**config.mk**
```make
export PLATFORM = sky130hd
export DESIGN_NAME = kline_echo_and_frame_receiver
export DESIGN_NICKNAME = d
export VERILOG_FILES = /design/src/rtl/kler_pkg.sv /design/src/rtl/kler_ram.sv /design/src/rtl/kler_skid.sv /design/src/rtl/kline_echo_and_frame_receiver.sv
export SDC_FILE = /design/constraint.sdc
export NUM_CORES = 1
export LEC_CHECK = 0
export BUFFER_PORTS_ARGS = -buffer_cell sky130_fd_sc_hd__buf_2
export CAP_MARGIN = 20
export CORE_AREA = 2 2 327 329
export CTS_BUF_LIST = sky130_fd_sc_hd__clkbuf_8
export CTS_CLUSTER_SIZE = 30
export DETAILED_ROUTE_END_ITERATION = 8
export DIE_AREA = 0 0 329 331
export RECOVER_POWER = 50
export SETUP_SLACK_MARGIN = 0.2
export SLEW_MARGIN = 20
export SYNTH_ARGS = -nofsm -noshare
export SYNTH_HDL_FRONTEND = slang
export SYNTH_SLANG_ARGS = --single-unit
```
**constraint.sdc**
```tcl
create_clock -name clk_i -period 9.3 [get_ports clk_i]
set_clock_uncertainty 0.1 [all_clocks]
set_input_delay 0 -clock clk_i [delete_from_list [all_inputs] [get_ports clk_i]]
set_output_delay 0 -clock clk_i [all_outputs]
set_load 0.05 [all_outputs]
```
**src/rtl/kler_pkg.sv**
```systemverilog
// Shared types and constants for the K-line echo checker and frame receiver.
// No dependencies; imported by the top level and by kler_skid (not by kler_ram).
`timescale 1ns / 1ps

package kler_pkg;

  // Echo store geometry
  localparam int unsigned ECHO_DEPTH = 64;
  localparam int unsigned ECHO_AW    = $clog2(ECHO_DEPTH);
  localparam int unsigned ECHO_CW    = $clog2(ECHO_DEPTH + 1);

  // Frame format
  localparam logic [7:0] FMT_LEN_MASK = 8'h3F;
  localparam logic [6:0] FRAME_EXTRA  = 7'd4;

  // Input operation codes
  typedef enum logic [1:0] {
    OP_TX      = 2'd0,
    OP_RX      = 2'd1,
    OP_TIMEOUT = 2'd2
  } op_e;

  // Result kinds
  typedef enum logic [1:0] {
    KIND_FRAME    = 2'd0,
    KIND_MISMATCH = 2'd1,
    KIND_ABORT    = 2'd2
  } kind_e;

  // One result word
  typedef struct packed {
    kind_e       kind;
    logic [7:0]  byte_value;
    logic [6:0]  position;
    logic        last_byte;
    logic        checksum_ok;
  } res_t;

endpackage

```
**src/rtl/kler_ram.sv**
```systemverilog
// Generic single-write, single-read RAM with registered read data.
// No dependencies. A read during a write to the same address returns old data.
`timescale 1ns / 1ps

module kler_ram #(
  parameter int unsigned WIDTH = 8,
  parameter int unsigned DEPTH = 64
) (
  input  logic                     clk_i,
  input  logic                     we_i,
  input  logic [$clog2(DEPTH)-1:0] waddr_i,
  input  logic [WIDTH-1:0]         wdata_i,
  input  logic [$clog2(DEPTH)-1:0] raddr_i,
  output logic [WIDTH-1:0]         rdata_o
);

  logic [WIDTH-1:0] mem_q [DEPTH];

  always_ff @(posedge clk_i) begin
    if (we_i) begin
      mem_q[waddr_i] <= wdata_i;
    end
    rdata_o <= mem_q[raddr_i];
  end

endmodule

```
**src/rtl/kler_skid.sv**
```systemverilog
// Two-entry output buffer (output register plus skid register) for result words.
// Depends on kler_pkg for the result word type.
`timescale 1ns / 1ps

module kler_skid (
  input  logic          clk_i,
  input  logic          rst_ni,
  input  logic          in_valid_i,
  output logic          in_ready_o,
  input  kler_pkg::res_t in_data_i,
  output logic          out_valid_o,
  input  logic          out_ready_i,
  output kler_pkg::res_t out_data_o
);
  import kler_pkg::*;

  logic main_valid_q, skid_valid_q;
  res_t main_q, skid_q;
  logic pop;

  assign pop         = main_valid_q && out_ready_i;
  assign in_ready_o  = !skid_valid_q;
  assign out_valid_o = main_valid_q;
  assign out_data_o  = main_q;

  // Control: main register refills from skid first, then from input
  always_ff @(posedge clk_i or negedge rst_ni) begin
    if (!rst_ni) begin
      main_valid_q <= 1'b0;
      skid_valid_q <= 1'b0;
    end else if (!main_valid_q || pop) begin
      main_valid_q <= skid_valid_q || in_valid_i;
      skid_valid_q <= 1'b0;
    end else if (in_valid_i) begin
      skid_valid_q <= 1'b1;
    end
  end

  // Payload
  always_ff @(posedge clk_i) begin
    if (!main_valid_q || pop) begin
      main_q <= skid_valid_q ? skid_q : in_data_i;
    end else if (in_valid_i && !skid_valid_q) begin
      skid_q <= in_data_i;
    end
  end

endmodule

```
**src/rtl/kline_echo_and_frame_receiver.sv**
```systemverilog
// K-line echo checker and KWP2000 frame receiver: top level.
// Depends on kler_pkg, kler_ram and kler_skid.
// Result words are registered in the output register, or in the skid register if it is busy.
// Throughput: one input word per cycle; the echo RAM is read every cycle at the
// next match index, with a one-entry forward of a same-cycle write.
// Input stalls only when both output registers hold words the sink has not taken.
// Reset clears all control state at once; the echo RAM is not cleared (only
// entries written in the current echo batch are ever compared), so no sweep.
`timescale 1ns / 1ps

module kline_echo_and_frame_receiver (
  input  logic        clk_i,
  input  logic        rst_ni,
  input  logic        s_axis_tvalid_i,
  output logic        s_axis_tready_o,
  input  logic [7:0]  s_axis_tdata_i,   // [7:0] data_byte
  input  logic [1:0]  s_axis_tuser_i,   // [1:0] operation
  output logic        m_axis_tvalid_o,
  input  logic        m_axis_tready_i,
  output logic [15:0] m_axis_tdata_o,   // [7:0] byte_value, [14:8] position, [15] checksum_ok
  output logic [1:0]  m_axis_tuser_o,   // [1:0] kind
  output logic        m_axis_tlast_o    // last_byte
);
  import kler_pkg::*;

  // State
  logic               echo_mode_q, echo_mode_d;
  logic [ECHO_CW-1:0] echo_count_q, echo_count_d;
  logic [ECHO_CW-1:0] echo_matched_q, echo_matched_d;
  logic               frame_active_q, frame_active_d;
  logic [6:0]         frame_total_q, frame_total_d;
  logic [6:0]         frame_index_q, frame_index_d;
  logic [7:0]         running_sum_q, running_sum_d;

  // Echo RAM access and forwarding
  logic               wr_en;
  logic [ECHO_AW-1:0] wr_addr, rd_addr;
  logic [7:0]         rd_data, fwd_data_q, expected;
  logic               fwd_hit_q;

  logic               accept, do_rx, res_valid;
  logic [7:0]         rx_byte;
  logic [ECHO_CW-1:0] cnt_base, matched_inc;
  op_e                op;
  res_t               res, out_res;

  assign accept  = s_axis_tvalid_i && s_axis_tready_o;
  assign op      = op_e'(s_axis_tuser_i);
  assign rx_byte = s_axis_tdata_i;
  assign cnt_base = echo_mode_q ? echo_count_q : '0;
  assign rd_addr  = echo_matched_d[ECHO_AW-1:0];
  assign expected = fwd_hit_q ? fwd_data_q : rd_data;

  kler_ram #(
    .WIDTH (8),
    .DEPTH (ECHO_DEPTH)
  ) u_echo_ram (
    .clk_i   (clk_i),
    .we_i    (wr_en),
    .waddr_i (wr_addr),
    .wdata_i (rx_byte),
    .raddr_i (rd_addr),
    .rdata_o (rd_data)
  );

  // Next-state and result word
  always_comb begin
    echo_mode_d    = echo_mode_q;
    echo_count_d   = echo_count_q;
    echo_matched_d = echo_matched_q;
    frame_active_d = frame_active_q;
    frame_total_d  = frame_total_q;
    frame_index_d  = frame_index_q;
    running_sum_d  = running_sum_q;
    wr_en          = 1'b0;
    wr_addr        = cnt_base[ECHO_AW-1:0];
    do_rx          = 1'b0;
    res_valid      = 1'b0;
    res            = '0;
    matched_inc    = echo_matched_q + ECHO_CW'(1);

    if (accept) begin
      case (op)
        OP_TX: begin
          // a transmit in receive mode opens a new echo batch
          if (!echo_mode_q) begin
            echo_mode_d    = 1'b1;
            echo_matched_d = '0;
            frame_active_d = 1'b0;
            frame_index_d  = '0;
            running_sum_d  = '0;
          end
          echo_count_d = cnt_base;
          if (cnt_base < ECHO_CW'(ECHO_DEPTH)) begin
            wr_en        = 1'b1;
            echo_count_d = cnt_base + ECHO_CW'(1);
          end
        end
        OP_RX: begin
          if (!echo_mode_q) begin
            do_rx = 1'b1;
          end else if (echo_matched_q >= echo_count_q) begin
            // nothing pending: leave echo mode, treat as received byte
            echo_mode_d    = 1'b0;
            echo_count_d   = '0;
            echo_matched_d = '0;
            do_rx          = 1'b1;
          end else begin
            if (expected == rx_byte) begin
              echo_matched_d = matched_inc;
            end else begin
              res_valid      = 1'b1;
              res.kind       = KIND_MISMATCH;
              res.byte_value = rx_byte;
              res.position   = 7'(echo_matched_q);
            end
            if (echo_matched_d >= echo_count_q) begin
              echo_mode_d    = 1'b0;
              echo_count_d   = '0;
              echo_matched_d = '0;
            end
          end
        end
        OP_TIMEOUT: begin
          if (!echo_mode_q && frame_active_q) begin
            frame_active_d = 1'b0;
            frame_index_d  = '0;
            running_sum_d  = '0;
            res_valid      = 1'b1;
            res.kind       = KIND_ABORT;
            res.position   = frame_index_q;
          end
        end
        default: begin
        end
      endcase
    end

    // Receive-mode framing
    if (do_rx) begin
      if (!frame_active_q) begin
        if (rx_byte[7]) begin
          frame_total_d  = 7'(rx_byte & FMT_LEN_MASK) + FRAME_EXTRA;
          frame_active_d = 1'b1;
          running_sum_d  = rx_byte;
          frame_index_d  = 7'd1;
          res_valid      = 1'b1;
          res.kind       = KIND_FRAME;
          res.byte_value = rx_byte;
          res.position   = '0;
        end
      end else begin
        res_valid      = 1'b1;
        res.kind       = KIND_FRAME;
        res.byte_value = rx_byte;
        res.position   = frame_index_q;
        if (({1'b0, frame_index_q} + 8'd1) >= {1'b0, frame_total_q}) begin
          frame_active_d  = 1'b0;
          frame_index_d   = '0;
          res.last_byte   = 1'b1;
          res.checksum_ok = (rx_byte == running_sum_q);
        end else begin
          running_sum_d = running_sum_q + rx_byte;
          frame_index_d = frame_index_q + 7'd1;
        end
      end
    end
  end

  // State registers
  always_ff @(posedge clk_i or negedge rst_ni) begin
    if (!rst_ni) begin
      echo_mode_q    <= 1'b1;
      echo_count_q   <= '0;
      echo_matched_q <= '0;
      frame_active_q <= 1'b0;
      frame_total_q  <= '0;
      frame_index_q  <= '0;
      running_sum_q  <= '0;
      fwd_hit_q      <= 1'b0;
    end else begin
      echo_mode_q    <= echo_mode_d;
      echo_count_q   <= echo_count_d;
      echo_matched_q <= echo_matched_d;
      frame_active_q <= frame_active_d;
      frame_total_q  <= frame_total_d;
      frame_index_q  <= frame_index_d;
      running_sum_q  <= running_sum_d;
      fwd_hit_q      <= wr_en && (wr_addr == rd_addr);
    end
  end

  // Forwarded write data, used only when fwd_hit_q is set
  always_ff @(posedge clk_i) begin
    fwd_data_q <= rx_byte;
  end

  kler_skid u_skid (
    .clk_i       (clk_i),
    .rst_ni      (rst_ni),
    .in_valid_i  (res_valid),
    .in_ready_o  (s_axis_tready_o),
    .in_data_i   (res),
    .out_valid_o (m_axis_tvalid_o),
    .out_ready_i (m_axis_tready_i),
    .out_data_o  (out_res)
  );

  // Output packing
  assign m_axis_tdata_o = {out_res.checksum_ok, out_res.position, out_res.byte_value};
  assign m_axis_tuser_o = out_res.kind;
  assign m_axis_tlast_o = out_res.last_byte;

  // Assertions
  a_matched_le_count: assert property (@(posedge clk_i) disable iff (!rst_ni)
    echo_matched_q <= echo_count_q)
    else $error("echo match count ran past the stored count");

  a_rx_counts_clear: assert property (@(posedge clk_i) disable iff (!rst_ni)
    !echo_mode_q |-> (echo_count_q == '0) && (echo_matched_q == '0))
    else $error("echo counts not cleared in receive mode");

  a_no_frame_in_echo: assert property (@(posedge clk_i) disable iff (!rst_ni)
    echo_mode_q |-> !frame_active_q)
    else $error("frame open while in echo mode");

  a_index_in_frame: assert property (@(posedge clk_i) disable iff (!rst_ni)
    frame_active_q |-> (frame_index_q < frame_total_q))
    else $error("frame index beyond frame length");

  a_stall_means_full: assert property (@(posedge clk_i) disable iff (!rst_ni)
    !s_axis_tready_o |-> m_axis_tvalid_o)
    else $error("input stalled with empty output register");

endmodule
```
==> results of run 1 <==
flip-flops by register name (all words and copies together) (netlist names):
signal,flops
frame_index_q,7
u_skid.skid_valid_q,1
running_sum_q,8
fwd_hit_q,1
u_echo_ram.rdata_o,8
fwd_data_q,8
frame_active_q,1
u_skid.out_data_o,19
echo_matched_q,7
frame_total_q,7
u_skid.out_valid_o,1
echo_count_q,7
u_echo_ram.mem_q,512
echo_mode_q,1
u_skid.skid_q,19
final timing paths:
path | endpoint | slack, ns | depth (start not counted)
max in group asynchronous | echo_count_q[5] | 6.50 | 4
min in group asynchronous | echo_mode_q | 0.29 | 3
worst max-delay path | u_echo_ram.rdata_o[0] | 1.52 | 21
worst min-delay path | fwd_data_q[3] | 0.21 | 2
worst max register to register | u_echo_ram.rdata_o[0] | 2.44 | 19
worst min register to register | frame_total_q[1] | 0.40 | 2
cell usage after synthesis, types with 7 or more instances:
cell type | count | area (um2)
dfxtp_1 | 16 | 320
a21o_1 | 19 | 143
mux2i_1 | 84 | 841
a22o_1 | 18 | 158
a311oi_1 | 41 | 359
and3_1 | 10 | 62.6
a21oi_1 | 43 | 215
nand4_1 | 12 | 75.1
and2_1 | 11 | 68.8
dfrtp_1 | 40 | 1000
o211ai_1 | 16 | 120
nor3_1 | 19 | 95.1
nor2b_1 | 99 | 619
buf_1 | 9 | 33.8
o21ai_0 | 49 | 245
a31oi_1 | 40 | 250
a211oi_1 | 98 | 736
a311o_1 | 15 | 150
inv_1 | 31 | 116
xor2_1 | 9 | 78.8
edfxtp_1 | 550 | 16500
nand2_1 | 258 | 968
mux2_2 | 29 | 327
o31a_1 | 7 | 61.3
ha_1 | 36 | 450
xnor2_1 | 22 | 193
nor2_1 | 109 | 409
buf_2 | 47 | 235
clkbuf_1 | 61 | 229
nand3_1 | 22 | 110
o21ai_1 | 8 | 40.0
stage by stage:
step | setup slack [ns] | area, um2 | hold slack (ns)
3_3_place_gp | 2.59 | 27800 | 0.128
6_report | 1.52 | 29700 | 0.209
4_1_cts | 2.58 | 29800 | 0.0210
3_5_place_dp | 2.56 | 27800 | 0.130
5_1_grt | 1.31 | 29700 | 0.204
2_1_floorplan | 4.64 | 26200 | -0.396
layout make-up:
cell class / count / share of cell area
Sequential cell: 607 / 0.601
Inverter: 36 / 0.00454
Antenna cell: 1 / 0.0000841
Clock inverter: 80 / 0.0133
Multi-Input combinational cell: 1171 / 0.258
Clock buffer: 104 / 0.0481
Tap cell: 1391 / 0.0585
Timing Repair Buffer: 77 / 0.0167
critical path: cells and delay by family:
kind            cells  cell delay (ns)
buf+inv             6             3.28
simple gates        7             2.31
compound gates      5             1.72
fa+ha+maj           2             0.60
xor+xnor            1             0.28
power by group:
group / switching (mW) / leakage, nW / internal (mW)
logic: 0.809 / 3.29 / 0.408
registers: 0.0367 / 5.68 / 3.02
clock network: 1.07 / 1.09 / 1.07
logic make-up after synthesis:
group / count (synthesis) / synth area share
flip-flops: 607 / 0.682
AND/OR/NAND/NOR: 573 / 0.101
AO/OA/AOI/OAI: 417 / 0.118
buffers and inverters: 158 / 0.0262
multiplexers: 113 / 0.0446
adder cells (fa/ha/maj): 37 / 0.0180
XOR/XNOR: 31 / 0.0104
layer usage:
metal  part of all wire  wire length [um]  global-route usage
met4              0.024              1650              0.0386
met3              0.066              4590              0.0242
met2               0.45             31100               0.189
met1               0.46             31800               0.178
met5            0.00019                13                   0
==> results.json, run 1 <==
{
  "multi_input_area_um2": 7680,
  "pwr_density_cell_nw_per_um2": 216,
  "drive_gt1_frac": 0.0954,
  "initial_utilization": 0.250,
  "drc_errors": 0,
  "cap_violations": 13,
  "ys_seq_area_frac": 0.682,
  "min-delay-start": "s_axis_tdata_i[3]",
  "gp_congestion": 0.848,
  "dieHeight_um": 331,
  "hold_viol": 0,
  "critPathMaxFanout": 35,
  "root_buffer": "clkbuf_8",
  "vias": 16500,
  "io_buffers": 34,
  "areaGrowthSynthToFinish_pct": 13.5,
  "hp-class": "input pin to flip-flop",
  "critPathLaunch": "s_axis_tdata_i[2]",
  "design.core.area_um2": 105000,
  "overflow": 0,
  "layout_common_cells": "edfxtp_1, nand2_1, nor2_1, clkbuf_8, nor2b_1",
  "status": "finished, violations left",
  "cp_cell_sequence": "dlygate4sd3_1 > buf_2 > clkbuf_1 > xnor2_1 > or4b_1 > nor2_4 > inv_1 > ha_1 > ha_1 > nor2b_1 > o21ai_0 > a21oi_1 > nand2_1 > nor4_1 > a21oi_2 > buf_4 > inv_2 > nor2_1 > a221o_1 > a221oi_1 > nand4_1",
  "r2r-start": "fwd_hit_q",
  "die_width_um": 329,
  "grt_pass1_wl_um": 103000,
  "mostFrequentLayoutCell": "edfxtp_1",
  "clk_latency_ns": 0.72,
  "failed_checks": "capacitance limit, slew limit",
  "num_rows": 119,
  "cts_buffers": 99,
  "nets": 2043,
  "final.setup.tns_ns": 0,
  "syn_area_per_cell_um2": 13.5,
  "grt_max_degree": 170,
  "tritoncts": "yes",
  "maxSlewViolCount": 515,
  "setup_viol": 0,
  "fillers": 10700,
  "synth_edf_count": 550,
  "grt_use_total": 0.125,
  "worst_ep_arrival_time_ns": 8.26,
  "rsz0062_at_grt": "no",
  "irDropWorstVdd_mv": 0.225,
  "worst_path_most_repeated_cell": "ha_1",
  "routed_via_density": 4.76,
  "cp.required_ns": 9.78,
  "cts.htree.levels": 3,
  "crit_path_end_kind": "flip-flop",
  "syn_nets": 1987,
  "fmax_ghz": 0.128,
  "ctsHoldBuffers": 16,
  "dp_cells": 3265,
  "drtPass1Iterations": 5,
  "routed_wl_um": 69100,
  "fin_crit_sh": 0.837,
  "fin_crit_ns": 7.78,
  "synth_cell_types": 79,
  "cts.sinks": 607,
  "drt_iter0_markers": 1863,
  "finalPower_mw": 6.42,
  "dp_hpwl_um": 42200,
  "die-area_um2": 109000,
  "crit_type": "input pin to flip-flop",
  "slew_headroom": -1.59,
  "netlist_area_um2": 26200,
  "synthCells": 1936,
  "antenna_left": 0,
  "ctsResizeCount": 0,
  "wl_per_cell_um": 19.9,
  "synthFlopType": "edfxtp_1",
  "final-seq-area_um2": 17900,
  "leakagePower_nw": 10.1,
  "clk_pin_slew_worst_paths_ns": 0.06,
  "async_reset_ff_frac": 0.0675,
  "post_cts_buffers": 0,
  "tightest_slew_ns": 3.89,
  "num_io_pins": 35,
  "antenna_found_initial": 2,
  "slowest_delay_ns": 1.73,
  "slowest_stage": "clkbuf_1",
  "synth-seq-cells": 607,
  "final_cells": 3467,
  "cts_buffer_depth": 3,
  "fin_util": 0.283,
  "grt_pass1_vias": 15800,
  "startpoint_type": "input pin",
  "yosys_warnings": 0
}
No activity file was read; power rests on OpenSTA's default activity.
==> inputs of run 2 (changes only) <==
- clock period: 9.3 -> 6.55 ns (I/O delays scaled with it)
==> results.json, run 2 (synthesized netlist as in run 1, its figures left out) <==
{
  "design.core.area_um2": 105000,
  "placed_area_um2": 28000,
  "crit_type": "flip-flop to flip-flop",
  "grt_pass1_wl_um": 105000,
  "finalPower_mw": 9.28,
  "die_width_um": 329,
  "fin_crit_ns": 5.88,
  "cap_violations": 13,
  "cp.required_ns": 7.10,
  "regMostFlops": "u_echo_ram.mem_q",
  "startpoint_type": "flip-flop",
  "drt_iter0_markers": 1694,
  "r2r_end": "u_echo_ram.rdata_o[4]",
  "hold_viol": 0,
  "cts_buffer_depth": 3,
  "drtPass1Iterations": 6,
  "routed_via_density": 4.75,
  "num_rows": 119,
  "slew_headroom": -1.28,
  "grt_pass1_vias": 15800,
  "failed_checks": "capacitance limit, slew limit",
  "routed_wl_um": 71500,
  "cp_cell_sequence": "mux2i_1 > xnor2_1 > or4_4 > nor2_4 > inv_2 > ha_1 > ha_1 > nor2b_1 > o21ai_0 > a21oi_1 > and2_0 > a41oi_1 > a31o_1 > inv_1 > nand2_1 > a21oi_1 > o21ai_0 > nand4_1",
  "wl_per_cell_um": 20.5,
  "maxSlewViolCount": 571,
  "nets": 2056,
  "tightest_slew_ns": 3.42,
  "whs_path_depth": 6,
  "fin_util": 0.285,
  "status": "finished, violations left",
  "worst_ep_arrival_time_ns": 6.43,
  "fin_crit_sh": 0.897,
  "vias": 16500,
  "die-area_um2": 109000,
  "io_buffers": 34,
  "antenna_left": 0,
  "grt_max_degree": 121,
  "clk_latency_ns": 0.71,
  "areaGrowthSynthToFinish_pct": 14.2,
  "reg2reg_depth": 18,
  "post_cts_buffers": 0,
  "pwr_density_cell_nw_per_um2": 310,
  "r2r-start": "fwd_hit_q",
  "leakagePower_nw": 10.2,
  "gp_congestion": 0.857,
  "min-delay-start": "s_axis_tvalid_i",
  "irDropWorstVdd_mv": 0.277,
  "clk_pin_slew_worst_paths_ns": 0.06,
  "drc_errors": 0,
  "crit_path_end_kind": "flip-flop",
  "initial_utilization": 0.250,
  "root_buffer": "clkbuf_8",
  "hold_path_end": "echo_count_q[1]",
  "slowest_stage": "a21oi_1",
  "antenna_found_initial": 1,
  "setup_ws_ns": 0.674,
  "setup_viol": 0,
  "final_cell_area_um2": 29900,
  "dieHeight_um": 331,
  "final.setup.tns_ns": 0,
  "layout_common_cells": "edfxtp_1, nand2_1, nor2_1, clkbuf_8, nor2b_1",
  "mostFrequentLayoutCell": "edfxtp_1",
  "hp-class": "input pin to flip-flop",
  "slowest_delay_ns": 0.63,
  "cts.sinks": 607,
  "tritoncts": "yes",
  "fmax_ghz": 0.170,
  "critPathMaxFanout": 8,
  "dp_hpwl_um": 44500,
  "largest_reg_flops": 512,
  "place_ws_ns": 0.599,
  "drive_gt1_frac": 0.0992,
  "num_io_pins": 35,
  "grt_use_total": 0.129,
  "cts_buffers": 100,
  "overflow": 0,
  "rsz0062_at_grt": "no",
  "cts.htree.levels": 3,
  "rrSetupSlack_ns": 0.67
}
run 2: worst max-delay path by stage:
stage	from	endpoint	slack, ns	cells past startpoint
3_3_place_gp	fwd_hit_q	u_echo_ram.rdata_o[2]	0.68	18
5_1_grt	fwd_hit_q	u_echo_ram.rdata_o[2]	0.40	18
4_1_cts	fwd_hit_q	u_echo_ram.rdata_o[2]	0.55	18
3_5_place_dp	fwd_hit_q	u_echo_ram.rdata_o[2]	0.60	18
6_report	fwd_hit_q	u_echo_ram.rdata_o[4]	0.67	18
2_1_floorplan	fwd_hit_q	u_echo_ram.rdata_o[0]	1.89	20
run 2: metal layers:
layer / up-vias / part of all wire / track usage
met5: - / 0 / 0
met4: 0 / 0.035 / 0.0489
met3: 142 / 0.071 / 0.0278
met2: 644 / 0.44 / 0.196
met1: 8211 / 0.45 / 0.179
li1: 7533 / - / -
run 2: area by class of cell:
class / instances / area (um2)
Tap cell: 1391 / 1740
Timing Repair Buffer: 89 / 627
Clock buffer: 106 / 1460
Antenna cell: 2 / 5.00
Inverter: 36 / 135
Fill cell: 10600 / 75000
Sequential cell: 607 / 17900
Multi-Input combinational cell: 1171 / 7700
Clock inverter: 77 / 398
run 2: worst max-delay path, delay by kind of cell (launching register included):
family | cells | cell delay (ns)
flops | 1 | 0.60
xor+xnor | 1 | 0.12
simple gates | 6 | 1.84
fa+ha+maj | 2 | 0.58
mux | 1 | 0.27
compound gates | 6 | 2.05
buf+inv | 2 | 0.26
run 2: power breakdown:
part | internal [mW] | switching [mW]
logic | 0.615 | 1.23
clock network | 1.58 | 1.51
registers | 4.29 | 0.0624
total | 6.48 | 2.80
run 2: repair_timing:
item | 4_1_cts | 5_1_grt
hold buffers | 16 | 1
resized for setup | 0 | 2
endpoints found under the hold margin | 258 | 2
endpoints found under the setup margin | 0 | 2
run 2: metrics by stage:
stage	std cells	hold WS (ns)
4_1_cts	3476	0.135
3_5_place_dp	3277	0.144
5_1_grt	3478	0.342
3_3_place_gp	3277	0.146
2_1_floorplan	1936	-0.396
6_report	3479	0.293
==> inputs of run 3 (changes only) <==
--- a/constraint.sdc
+++ b/constraint.sdc
@@ -3,3 +3,3 @@
 set_input_delay 0 -clock clk_i [delete_from_list [all_inputs] [get_ports clk_i]]
 set_output_delay 0 -clock clk_i [all_outputs]
-set_load 0.05 [all_outputs]
+set_load 0.1 [all_outputs]
==> results.json, run 3 (synthesized netlist as in run 1, its figures left out) <==
{
  "clk_latency_ns": 0.71,
  "finalPower_mw": 9.31,
  "drtPass1Iterations": 6,
  "cts_buffers": 100,
  "p_int_mw": 6.48,
  "areaGrowthSynthToFinish_pct": 14.2,
  "dp_hpwl_um": 44500,
  "grt_use_total": 0.129,
  "die-area_um2": 109000,
  "io_buffers": 34,
  "failed_checks": "capacitance limit, slew limit",
  "dieHeight_um": 331,
  "crit_path_end_kind": "flip-flop",
  "num_io_pins": 35,
  "fillers": 10600,
  "comb_power_share": 0.201,
  "drt_iter0_markers": 1697,
  "leakagePower_nw": 10.2,
  "cts.htree.levels": 3,
  "critPathMaxFanout": 62,
  "rsz0062_at_grt": "no",
  "drc_errors": 0,
  "cap_violations": 13,
  "fmax_ghz": 0.171,
  "design.core.area_um2": 105000,
  "drive_gt1_frac": 0.0992,
  "wl_per_cell_um": 20.6,
  "p_sw_mw": 2.83,
  "fin_crit_ns": 5.86,
  "cts.sinks": 607,
  "pwr_density_cell_nw_per_um2": 311,
  "die_width_um": 329,
  "antenna_found_initial": 1,
  "hp-class": "input pin to flip-flop",
  "overflow": 0,
  "top_usage_layer": "met2",
  "clk_pin_slew_worst_paths_ns": 0.06,
  "num_rows": 119,
  "gp_congestion": 0.857,
  "post_cts_buffers": 0,
  "cp.required_ns": 7.03,
  "power_frac_seq": 0.468,
  "largest_reg_flops": 512,
  "clkPwrFrac": 0.332,
  "grt_max_degree": 121,
  "root_buffer": "clkbuf_8",
  "grt_pass1_wl_um": 105000,
  "startpoint_type": "flip-flop",
  "nets": 2056,
  "grt.met2_usage": 0.196,
  "tightest_slew_ns": 3.40,
  "regMostFlops": "u_echo_ram.mem_q",
  "final.setup.tns_ns": 0,
  "worst_ep_arrival_time_ns": 6.34,
  "grt_use_met3": 0.0278,
  "switching_share": 0.304,
  "tritoncts": "yes",
  "hold_viol": 0,
  "status": "finished, violations left",
  "vias": 16500,
  "maxSlewViolCount": 571,
  "mostFrequentLayoutCell": "edfxtp_1",
  "antenna_left": 0,
  "gr-usage-met1": 0.179,
  "setup_viol": 0,
  "cts_buffer_depth": 3,
  "grt_pass1_vias": 15800,
  "routed_via_density": 4.75,
  "fin_crit_sh": 0.894,
  "routed_wl_um": 71500,
  "layout_common_cells": "edfxtp_1, nand2_1, nor2_1, clkbuf_8, nor2b_1",
  "irDropWorstVdd_mv": 0.276,
  "slew_headroom": -1.27,
  "crit_type": "flip-flop to flip-flop",
  "initial_utilization": 0.250
}
## run 3: cell type report
type | count | area, um2 | share of cell area
Sequential cell | 607 | 17900 | 0.597
Multi-Input combinational cell | 1171 | 7700 | 0.257
Inverter | 36 | 135 | 0.00452
Antenna cell | 2 | 5.00 | 0.000167
Clock inverter | 77 | 398 | 0.0133
Clock buffer | 106 | 1460 | 0.0488
Tap cell | 1391 | 1740 | 0.0582
Timing Repair Buffer | 89 | 626 | 0.0209
## run 3: power by group through the flow
stage                     clock (mW)  combinational, mW  sequential, mW
after floorplan                    0               1.23            4.44
after CTS                       3.16               1.88            4.34
after global placement             0               1.86            4.42
after global routing            3.32               2.02            4.36
final                           3.09               1.87            4.35
after detailed placement           0               1.86            4.42
## run 3: path summary, 6_finish.rpt
path,from,endpoint,slack (ns),cells after the start
max reg2reg,fwd_hit_q,u_echo_ram.rdata_o[2],0.69,18
max,fwd_hit_q,u_echo_ram.rdata_o[2],0.69,18
min,s_axis_tvalid_i,echo_count_q[1],0.29,6
min reg2reg,frame_total_q[1],frame_total_q[1],0.38,2
min in group asynchronous,rst_ni,echo_mode_q,0.32,3
max in group asynchronous,rst_ni,echo_matched_q[3],3.69,4
## run 3: worst max-delay path: stages, from the launching register on
cell and delay [ns]:
dfrtp_1 0.60, mux2i_1 0.27, xnor2_1 0.12, or4_4 0.62, nor2_4 0.22, inv_2 0.10
ha_1 0.30, ha_1 0.28, nor2b_1 0.10, o21ai_0 0.11, a21oi_1 0.51, nand2_1 0.29
o211ai_4 0.31, buf_12 0.29, buf_12 0.32, a31oi_1 0.18, a221o_1 0.39, a221oi_2 0.42
nand4_1 0.14
## run 3: per-stage QoR
| step | hold slack [ns] | cells | util | instance area [um2] | worst slack (ns) |
|---|---|---|---|---|---|
| global placement | 0.146 | 3277 | 0.267 | 28000 | 0.684 |
| detailed placement | 0.144 | 3277 | 0.267 | 28000 | 0.599 |
| global route | 0.342 | 3478 | 0.285 | 29900 | 0.403 |
| finish | 0.293 | 3479 | 0.285 | 29900 | 0.692 |
| floorplan | -0.396 | 1936 | - | 26200 | 1.89 |
| CTS | 0.135 | 3476 | 0.286 | 30000 | 0.553 |
## run 3: per-layer routing
layer | part of all wire | routed length, um
met1 | 0.45 | 32200
met2 | 0.44 | 31800
met3 | 0.072 | 5130
met4 | 0.034 | 2470
met5 | 0 | 0
## run 3: repair_timing
item,in CTS,in global routing
hold endpoints to repair,258,2
hold buffers,16,1
resized for setup,0,2
endpoints found under the setup margin,0,2
